<file path="src/rtl/grrd_pkg.sv">
// ----------------------------------------------------------------------------
// grrd_pkg
// shared types, command codes and register addresses of the rate device
// ----------------------------------------------------------------------------
package grrd_pkg;

  localparam logic [1:0] CMD_PULSE = 2'd0;
  localparam logic [1:0] CMD_TICK  = 2'd1;
  localparam logic [1:0] CMD_READ  = 2'd2;
  localparam logic [1:0] CMD_WRITE = 2'd3;

  localparam logic [7:0] ADDR_ID      = 8'h00;
  localparam logic [7:0] ADDR_VERSION = 8'h01;
  localparam logic [7:0] ADDR_DYNAMIC = 8'h03;
  localparam logic [7:0] ADDR_STATIC  = 8'h06;
  localparam logic [7:0] ADDR_UNREAD  = 8'h09;
  localparam logic [7:0] ADDR_DEVADDR = 8'h10;
  localparam logic [7:0] ADDR_HV      = 8'h11;
  localparam logic [7:0] ADDR_SENS    = 8'h12;
  localparam logic [7:0] ADDR_LED     = 8'h14;
  localparam logic [7:0] ADDR_LOWPWR  = 8'h0C;

  localparam logic [7:0]  DEVICE_ID    = 8'h7D;
  localparam logic [7:0]  FW_VERSION   = 8'h01;
  localparam logic [15:0] SENS_RESET   = 16'd18;
  localparam logic [7:0]  DEVADDR_RESET = 8'h66;
  localparam logic [15:0] RATE_SCALE   = 16'd36000;
  localparam logic [23:0] RATE_MAX     = 24'hFFFFFF;

  // controller to datapath
  typedef struct packed {
    logic pulse;        // count one pulse
    logic write_reg;    // apply register write
    logic clear_unread; // clear-on-read of pulse counter
    logic load_out;     // latch read word into shifter
    logic shift_out;    // next output byte
    logic push;         // store second count into window
    logic sum_start;    // clear sums, start scan
    logic sum_step;     // read next window entry
    logic div_start;    // start a division
    logic div_step;     // one quotient bit
    logic div_sel;      // 0 static, 1 dynamic
    logic div_store;    // write quotient into rate
  } grrd_cmd_t;

  // datapath to controller
  typedef struct packed {
    logic       sum_done;
    logic       div_done;
    logic       unread_sel; // address selects the clear-on-read counter
    logic [1:0] read_len;   // 0 means unknown address
  } grrd_status_t;

endpackage

</file>
<file path="src/rtl/grrd_ctrl.sv">
// ----------------------------------------------------------------------------
// grrd_ctrl
// sequencer for transactions, tick processing and byte output
// ----------------------------------------------------------------------------
module grrd_ctrl (
  input  logic                   clk,
  input  logic                   rst,
  input  logic                   in_valid,
  output logic                   in_ready,
  input  logic [1:0]             in_command,
  output logic                   out_valid,
  input  logic                   out_ready,
  input  logic                   out_last,
  input  grrd_pkg::grrd_status_t status,
  output grrd_pkg::grrd_cmd_t    cmd
);
  import grrd_pkg::*;

  typedef enum logic [6:0] {
    S_IDLE   = 7'b0000001,
    S_SUM    = 7'b0000010,
    S_DIV_S  = 7'b0000100,
    S_WAIT_S = 7'b0001000,
    S_DIV_D  = 7'b0010000,
    S_WAIT_D = 7'b0100000,
    S_OUT    = 7'b1000000
  } state_t;

  state_t state, state_next;
  logic   take;
  logic   in_sum_d;
  logic   sum_first;

  assign in_ready  = (state == S_IDLE);
  assign take      = in_valid && in_ready;
  assign out_valid = (state == S_OUT);
  // scan starts the cycle after push so the new entry is in memory
  assign sum_first = (state == S_SUM) && !in_sum_d;

  always_comb begin
    cmd = '0;
    state_next = state;
    unique case (state)
      S_IDLE: if (take) begin
        unique case (in_command)
          CMD_PULSE: cmd.pulse = 1'b1;
          CMD_WRITE: cmd.write_reg = 1'b1;
          CMD_TICK: begin
            cmd.push = 1'b1;
            state_next = S_SUM;
          end
          default: if (status.read_len != 2'd0) begin
            cmd.load_out = 1'b1;
            cmd.clear_unread = status.unread_sel;
            state_next = S_OUT;
          end
        endcase
      end
      S_SUM: if (sum_first) begin
        cmd.sum_start = 1'b1;
      end else begin
        cmd.sum_step = 1'b1;
        if (status.sum_done) state_next = S_DIV_S;
      end
      S_DIV_S: begin
        cmd.div_start = 1'b1;
        state_next = S_WAIT_S;
      end
      S_WAIT_S: begin
        cmd.div_step = 1'b1;
        if (status.div_done) begin
          cmd.div_store = 1'b1;
          state_next = S_DIV_D;
        end
      end
      S_DIV_D: begin
        cmd.div_sel = 1'b1;
        cmd.div_start = 1'b1;
        state_next = S_WAIT_D;
      end
      S_WAIT_D: begin
        cmd.div_sel = 1'b1;
        cmd.div_step = 1'b1;
        if (status.div_done) begin
          cmd.div_store = 1'b1;
          state_next = S_IDLE;
        end
      end
      S_OUT: if (out_ready) begin
        cmd.shift_out = 1'b1;
        if (out_last) state_next = S_IDLE;
      end
      default: state_next = S_IDLE;
    endcase
  end

  // marks cycles after the first one in the summing state
  always_ff @(posedge clk) begin
    if (rst) in_sum_d <= 1'b0;
    else     in_sum_d <= (state == S_SUM);
  end

  always_ff @(posedge clk) begin
    if (rst) state <= S_IDLE;
    else     state <= state_next;
  end

endmodule

</file>
<file path="config.mk">
export PLATFORM = sky130hd
export DESIGN_NAME = grrd_ctrl
export DESIGN_NICKNAME = d
export VERILOG_FILES = /design/src/rtl/grrd_pkg.sv /design/src/rtl/grrd_ctrl.sv
export SDC_FILE = /design/constraint.sdc
export NUM_CORES = 1
export LEC_CHECK = 0
export ABC_AREA = 1
export ABC_CLOCK_PERIOD_IN_PS = 1250
export BUFFER_PORTS_ARGS = -buffer_cell sky130_fd_sc_hd__clkbuf_2
export CAP_MARGIN = 30
export CORE_MARGIN = 10
export CORE_UTILIZATION = 35
export DETAILED_ROUTE_END_ITERATION = 10
export GPL_TIMING_DRIVEN = 1
export PLACE_DENSITY = 0.7
export SYNTH_ARGS = -nofsm -noshare
export SYNTH_HDL_FRONTEND = slang
export SYNTH_SLANG_ARGS = --single-unit
export TNS_END_PERCENT = 30
</file>
<file path="constraint.sdc">
create_clock -name clk -period 1.25 [get_ports clk]
set_input_delay 0 -clock clk [delete_from_list [all_inputs] [get_ports clk]]
set_output_delay 0 -clock clk [all_outputs]
set_load 0.01 [all_outputs]
</file>
# [Yosys cells after proc, flatten, opt, wreduce, memory -nomap -nowiden]
# Cells that the tools add are included.
[classes] eq_ne=18 n_mux=29 reduce_logical=11
[ops] cell="7-bit two-way mux" n=8
[ops] cell="7-bit case mux with 7 select lines" n=1
[ops] cell="1-bit two-way mux" n=14
[ops] cell="7-bit case mux with 2 select lines" n=1
[ops] cell="2-bit inequality test (second input constant)" n=5
[ops] cell="9-bit AND reduction" n=1
[ops] cell="4-bit two-way mux" n=2
[ops] cell="2-bit OR reduction" n=4
[ops] cell="7-bit by 1-bit == test with 1-bit output (second input constant)" n=1
[ops] cell="7-bit by 2-bit == test with 1-bit output (second input constant)" n=1
[ops] cell="7-bit by 3-bit == test with 1-bit output (second input constant)" n=1
[ops] cell="7-bit by 4-bit == test with 1-bit output (second input constant)" n=1
[ops] cell="7-bit by 5-bit == test with 1-bit output (second input constant)" n=1
[ops] cell="7-bit by 6-bit == test with 1-bit output (second input constant)" n=1
[ops] cell="7-bit == test (second input constant)" n=1
[ops] cell="2-bit two-way mux" n=3
[ops] cell="2-bit by 1-bit inequality test with 1-bit output (second input constant)" n=3
[ops] cell="3-bit by 1-bit inequality test with 1-bit output (second input constant)" n=1
[ops] cell="3-bit OR reduction" n=1
[ops] cell="2-bit by 1-bit == test with 1-bit output (second input constant)" n=1
[ops] cell="2-bit == test (second input constant)" n=1
[ops] cell="1-bit logical AND" n=2
[ops] cell="2-bit logical NOT" n=1
[ops] cell="2-bit nonzero test" n=1
[ops] cell="1-bit logical NOT" n=1
[totals] elab_cells=60 out_inout_bits=14 ff_bits=8 in_bits=12

# [Longest topological paths before layout]
# Gate-level depths: netlist (run 1).
[logic_depth] ltp_word=5 mapped_depth=11 ltp_nobuf=11

# [Worst setup path after synthesis (run 1)]
# No wires, ideal clock.
[synth_timing] path_kind="flip-flop to flip-flop" from="register state[2]" to="register state[0]" t_arrival_ns=0.959 setup_ns=0.115 stages_incl_launch_ff=9 n_path_buf=0 required_ns=1.135 setup_slack_ns=0.176 synth_period_minus_slack_ns=1.074 cell_sequence="dfxtp_1 > inv_1 > nand2_2 > nor2_4 > nand2_1 > nand2_1 > nor2_1 > nand3_1 > nand2_1"
[synth_via] elab_chain_cells=4 elab_cells_between_ends=20 classes_between="16 x eq/ne; 1 x mux; 3 x reduce/logical"
[synth_rtl] item="start: declaration" line="grrd_ctrl.sv:29" text="state_t state, state_next;"
[synth_rtl] item="start signal: assignment" line="grrd_ctrl.sv:105" text="else state <= state_next;"
[synth_rtl] item="7-bit by 2-bit == test with 1-bit output or 7-bit by 1-bit == test with 1-bit output (tied branches)" line="grrd_ctrl.sv:38, grrd_ctrl.sv:43, grrd_ctrl.sv:34"
[synth_rtl] item="1-bit logical AND, on equally long branches" line="grrd_ctrl.sv:38, grrd_ctrl.sv:35"
[synth_rtl] item="2-bit inequality test (no source line) or 2-bit by 1-bit inequality test with 1-bit output (tied branches)"
[synth_rtl] item="9-bit AND reduction (no source line)"
# Parallel ways exist; a longest one is shown, timed or not.
# A chain may end at the register's enable or synchronous reset.

==> results of run 1 <==
==> flip-flops by register name, indices dropped and copies added, names as in the netlist <==
register / count
state: 7
in_sum_d: 1
==> worst min-delay path, cell delays in order <==
cell	delay, ns
clkbuf_2	0.07
inv_1	0.07
nand3_2	0.09
a21oi_1	0.06
==> cell type report <==
class	instances	area [um^2]	area share [%]
multi-input cells	72	435.4	44.56
repair buffers	36	226.5	23.18
flip-flops and latches	8	163.9	16.77
inverters	26	97.59	9.987
well taps	25	31.28	3.201
clock buffers	3	22.52	2.305
==> synth_stat cells, drive strengths merged <==
cell type,number,area [um^2]
nor3,3,15.01
inv,26,97.59
o211ai,1,7.510
nor2,19,96.34
o21ai,1,5.000
nand4,2,12.51
a21oi,4,20.02
dfxtp,8,160.2
nor3b,1,12.51
ha,4,50.05
nand3,7,45.04
nand2,30,127.6
==> worst paths after layout <==
kind | slack, ns | cells after the start | from | to
hold reg to reg | 0.59 | 3 | state[6] | state[5]
setup / recovery | -0.10 | 9 | state[6] | cmd[6]
setup reg to reg | -0.02 | 10 | state[5] | state[6]
hold / removal | 0.08 | 4 | status[3] | state[5]
==> routing by layer <==
layer | vias to the layer above | part of all wire, %
met2 | 28 | 50
li1 | 399 | -
met4 | 0 | 2.2
met1 | 342 | 41
met3 | 5 | 6.1
met5 | - | 0
==> kinds of logic after synthesis <==
kind of cell	count (synthesis)
AOI/OAI and AO/OA	6
adders and majority gates	4
buffers and inverters	26
DFF	8
and+or+nand+nor	62
==> where the power goes <==
| group | internal, uW | switching, uW | total (uW) |
|---|---|---|---|
| combinational | 496 | 532 | 1030 |
| sequential | 295 | 26.0 | 321 |
| clock | 110 | 92.3 | 202 |
| total | 901 | 651 | 1550 |
==> stage by stage <==
stage	std cells	util [%]	area, um^2
after floorplan	106	-	649.4
after detailed placement	156	46.16	805.8
after global routing	170	55.99	977.2
after global placement	156	46.16	805.8
after CTS	167	52.69	919.6
final	170	55.99	977.2
==> timing repair <==
| item | in CTS | in global routing |
|---|---|---|
| resized for setup | 13 | 19 |
| setup endpoints to repair | 10 | 19 |
| endpoints found under the hold margin | 1 | 0 |
| pin swaps | 8 | 4 |
| hold buffers | 1 | 0 |
| gates cloned | 0 | 0 |
| buffers inserted | 7 | 3 |
==> results.sh, run 1 <==
export IMPL_leakagePower_uw=0.0005875
export IMPL_status="finished with violations"
export IMPL_rsz0062_at_grt="true"
export IMPL_antenna_found_initial=0
export IMPL_slowest_stage="dfxtp_2"
export IMPL_fillers=170
export IMPL_slew_violations=0
export IMPL_clkLatencyLatePin_ns=0.26
export IMPL_grt_overflow=0
export IMPL_ys_seq_area_share_pct=24.66
export IMPL_clkSinkCount=8
export IMPL_synth_top_family_by_area="simple AND/OR/NAND/NOR gates"
export IMPL_worst_path_dominant_cell_family="buffers and inverters"
export IMPL_synthesis_area_um2=649.4
export IMPL_port_buffers=25
export IMPL_drc_errors=0
export IMPL_maxCapViolCount=0
export IMPL_die_x_um=63.08
export IMPL_die_h_um=63.08
export IMPL_cts_tree="done"
export IMPL_fin_hold_ws_ns=0.08443
export IMPL_io_pins=26
export IMPL_violations="setup timing"
export IMPL_yosys_area_share_simple_pct=47.59
export IMPL_met3_usage_pct=2.650
export IMPL_syn2layout_area_growth_pct=50.48
export IMPL_tns_ns=-0.4700
export IMPL_fin_crit_ns=1.351
export IMPL_cts_buffers=3
export IMPL_cp_data_required_time_ns=1.25
export IMPL_cp_cell_sequence="inv_2, nand2_4, nor2_4, nand2_2, inv_2, nand2_4, buf_4, nor2_4, buf_6"
export IMPL_via_per_inst=4.553
export IMPL_drt_wirelength_per_cell_um=10.81
export IMPL_max_stage_delay_ns=0.33
export IMPL_ant_nets=0
export IMPL_start_util_pct=37.20
export IMPL_synth_nets=122
export IMPL_critPathCaptureType="output port"
export IMPL_syn_area_per_cell_um2=6.126
export IMPL_ys_warn_count=0
export IMPL_drtIter0Drc=19
export IMPL_mostFrequentLayoutCells="inv_1, nand2_1, clkbuf_2"
export IMPL_fin_ws_ns=-0.1013
export IMPL_met2_usage_pct=16.62
export IMPL_critPathBufInv=4
export IMPL_dpl_hpwl_um=1400
export IMPL_total_power_uw=1551
export IMPL_synth_compound_area_share_pct=5.010
export IMPL_max_vdd_ir_drop_mv=0.9626
export IMPL_worst_pin_slew_ns=0.2764
export IMPL_fin_nets=163
export IMPL_n_antenna_cell=0
export IMPL_setup_viol=12
export IMPL_top_usage_layer="met2"
export IMPL_clk_pin_slew_worst_paths_ns=0.06
export IMPL_cts_buffer_depth=2
export IMPL_timing_slew_headroom_pct=81.38
export IMPL_firstDrtPassIters=4
export IMPL_period_share_pct=108.1
export IMPL_grt_max_degree=7
export IMPL_grt_use_met1_pct=9.372
export IMPL_grt_usage_pct=9.401
export IMPL_htreeDepth=1
export IMPL_gp_congestion=0.7642
export IMPL_cts_root_buf="clkbuf_4"
export IMPL_first_global_vias=786
export IMPL_vias=774
export IMPL_critical_path_class="flip-flop to output port"
export IMPL_power_density_mw_per_mm2=1588
export IMPL_cp_max_fo=5
export IMPL_worstPathArrival_ns=1.35
export IMPL_cp_start_kind="flip-flop"
export IMPL_rows=15
export IMPL_routed_wl_um=1838
export IMPL_die_area_mm2=0.003978
export IMPL_syn_inst=106
export IMPL_pre_cts_slack_ns=0.04405
export IMPL_placeableCoreArea_mm2=0.001745
export IMPL_maxClockFrequency_ghz=0.7400
export IMPL_hold_viol_final=0
export IMPL_yosys_area_share_xor_xnor_pct=0
export IMPL_synth_seq_cells=8
export IMPL_skew_ns=0.003807
export IMPL_muxShareOfSynthArea_pct=0
export IMPL_synthAdderAreaFrac_pct=7.707
export IMPL_worstHoldPathType="primary input to flip-flop"
export IMPL_ys_types=17
export IMPL_drive_above_1_share_pct=46.21
export IMPL_grt_pass1_wl_um=3167
Note: power is estimated with default switching activity, not from simulation.
==> run 2, diff against run 1 <==
- GPL_TIMING_DRIVEN: 1 -> unset
- PLACE_DENSITY: 0.7 -> unset
==> results.sh, run 2 (synthesized netlist as in run 1, its figures left out) <==
export IMPL_clkSinkCount=8
export IMPL_fin_nets=163
export IMPL_p_seq_share_pct=19.2
export IMPL_via_per_inst=4.441
export IMPL_holdPathEnd="state[3]"
export IMPL_die_area_mm2=0.003978
export IMPL_maxCapViolCount=0
export IMPL_rsz0062_at_grt="true"
export IMPL_cts_tree="done"
export IMPL_r2r_end="state[1]"
export IMPL_period_share_pct=109.1
export IMPL_cp_max_fo=5
export IMPL_cts_buffers=3
export IMPL_first_global_vias=732
export IMPL_port_buffers=25
export IMPL_instances_no_fill=170
export IMPL_cp_start_kind="flip-flop"
export IMPL_antenna_found_initial=0
export IMPL_clk_pin_slew_worst_paths_ns=0.06
export IMPL_ff2ff_setup_slack_ns=-0.04
export IMPL_largest_register_ffs=7
export IMPL_hold_viol_final=0
export IMPL_grt_overflow=0
export IMPL_die_h_um=63.08
export IMPL_vias=755
export IMPL_cp_data_required_time_ns=1.25
export IMPL_grt_usage_pct=9.221
export IMPL_p_comb_share_pct=68.4
export IMPL_syn2layout_area_growth_pct=59.92
export IMPL_start_util_pct=37.20
export IMPL_gp_congestion=0.7568
export IMPL_status="finished with violations"
export IMPL_violations="setup timing"
export IMPL_power_switching_uw=695.1
export IMPL_maxClockFrequency_ghz=0.7331
export IMPL_placeableCoreArea_mm2=0.001745
export IMPL_slew_violations=0
export IMPL_regMostFlops="state"
export IMPL_final_common_cell="inv_1"
export IMPL_fin_ws_ns=-0.1141
export IMPL_worstPathArrival_ns=1.36
export IMPL_drtIter0Drc=6
export IMPL_htreeDepth=1
export IMPL_max_vdd_ir_drop_mv=0.9393
export IMPL_firstDrtPassIters=4
export IMPL_mostFrequentLayoutCells="inv_1, nand2_1, clkbuf_2"
export IMPL_cts_buffer_depth=2
export IMPL_dp_cells=156
export IMPL_worstHoldPathType="primary input to flip-flop"
export IMPL_n_antenna_cell=0
export IMPL_top_regs="state (7), in_sum_d (1)"
export IMPL_p_sw_share_pct=42.20
export IMPL_skew_ns=0.008051
export IMPL_power_density_mw_per_mm2=1586
export IMPL_grt_pass1_wl_um=2973
export IMPL_internal_power_uw=952.0
export IMPL_rows=15
export IMPL_dpl_hpwl_um=1388
export IMPL_clkLatencyLatePin_ns=0.26
export IMPL_ant_nets=0
export IMPL_min_from="status[3]"
export IMPL_p_clk_share_pct=12.3
export IMPL_reg2reg_depth=10
export IMPL_io_pins=26
export IMPL_drc_errors=0
export IMPL_fin_crit_ns=1.364
export IMPL_die_x_um=63.08
export IMPL_routed_wl_um=1865
export IMPL_critPathCaptureType="output port"
export IMPL_grt_max_degree=7
export IMPL_r2r_start="state[6]"
export IMPL_worst_pin_slew_ns=0.3077
export IMPL_leakagePower_uw=0.0006077
export IMPL_drt_wirelength_per_cell_um=10.97
export IMPL_drive_above_1_share_pct=52.41
export IMPL_cts_root_buf="clkbuf_4"
export IMPL_critical_path_class="flip-flop to output port"
export IMPL_timing_slew_headroom_pct=79.33
export IMPL_hold_depth=4
export IMPL_setup_viol=13
export IMPL_final_util_pct=59.50
[run 2: worst max path at each step]
| stage | start | end | slack, ns | cells past startpoint |
|---|---|---|---|---|
| floorplan | state[2] | state[0] | 0.18 | 8 |
| global placement | state[6] | cmd[9] | 0.04 | 8 |
| finish | state[6] | cmd[9] | -0.11 | 8 |
| CTS | state[6] | cmd[9] | -0.13 | 8 |
| global route | state[6] | cmd[9] | -0.19 | 8 |
| detailed placement | state[6] | cmd[9] | 0.03 | 8 |
[run 2: repair_timing]
| item | CTS | global route |
|---|---|---|
| hold buffers | 1 | 0 |
| gates resized for setup | 15 | 34 |
| setup buffers | 9 | 1 |
| setup endpoints to repair | 11 | 19 |
| hold endpoints to repair | 2 | 0 |
| pin swaps | 8 | 6 |
[run 2: power by group through the flow]
stage | clock network, uW | logic (uW) | registers [uW]
finish | 203 | 1130 | 317
global route | 221 | 1230 | 319
CTS | 202 | 974 | 313
detailed placement | 0 | 637 | 313
global placement | 0 | 637 | 313
floorplan | 0 | 485 | 310
[run 2: worst max-delay path: stages (launching register included)]
cell     delay (ns)
dfxtp_2        0.32
inv_2          0.07
nand2_4        0.06
nor2_4         0.13
nand2_2        0.09
inv_2          0.08
nand2_4        0.06
nor3b_2        0.14
buf_2          0.15
[run 2: metrics by stage]
step                instance area [um^2]  power, uW  hold slack [ns]  worst slack [ns]  TNS (ns)
floorplan                          649.4      794.2          0.06907            0.1759         0
global placement                   805.8      950.0           0.2658           0.03510         0
detailed placement                 805.8      949.7           0.2682           0.03375         0
CTS                                949.7       1490          0.09188           -0.1321    -1.030
global route                        1039       1767           0.1330           -0.1938    -2.003
finish                              1039       1647           0.1158           -0.1141   -0.6947
[run 2: final cells by class]
type | count | area, um^2
clock buffer | 3 | 22.52
fill | 163 | 706.9
inverter | 26 | 97.59
multi-input combinational | 72 | 483.0
sequential | 8 | 163.9
tap | 25 | 31.28
timing repair buffer | 36 | 240.2
[run 2: metal layers]
layer / track usage, % / wire (um)
met3: 2.473 / 109
met5: 0 / 0
met2: 15.99 / 954
met1: 8.973 / 745
met4: 7.542 / 55
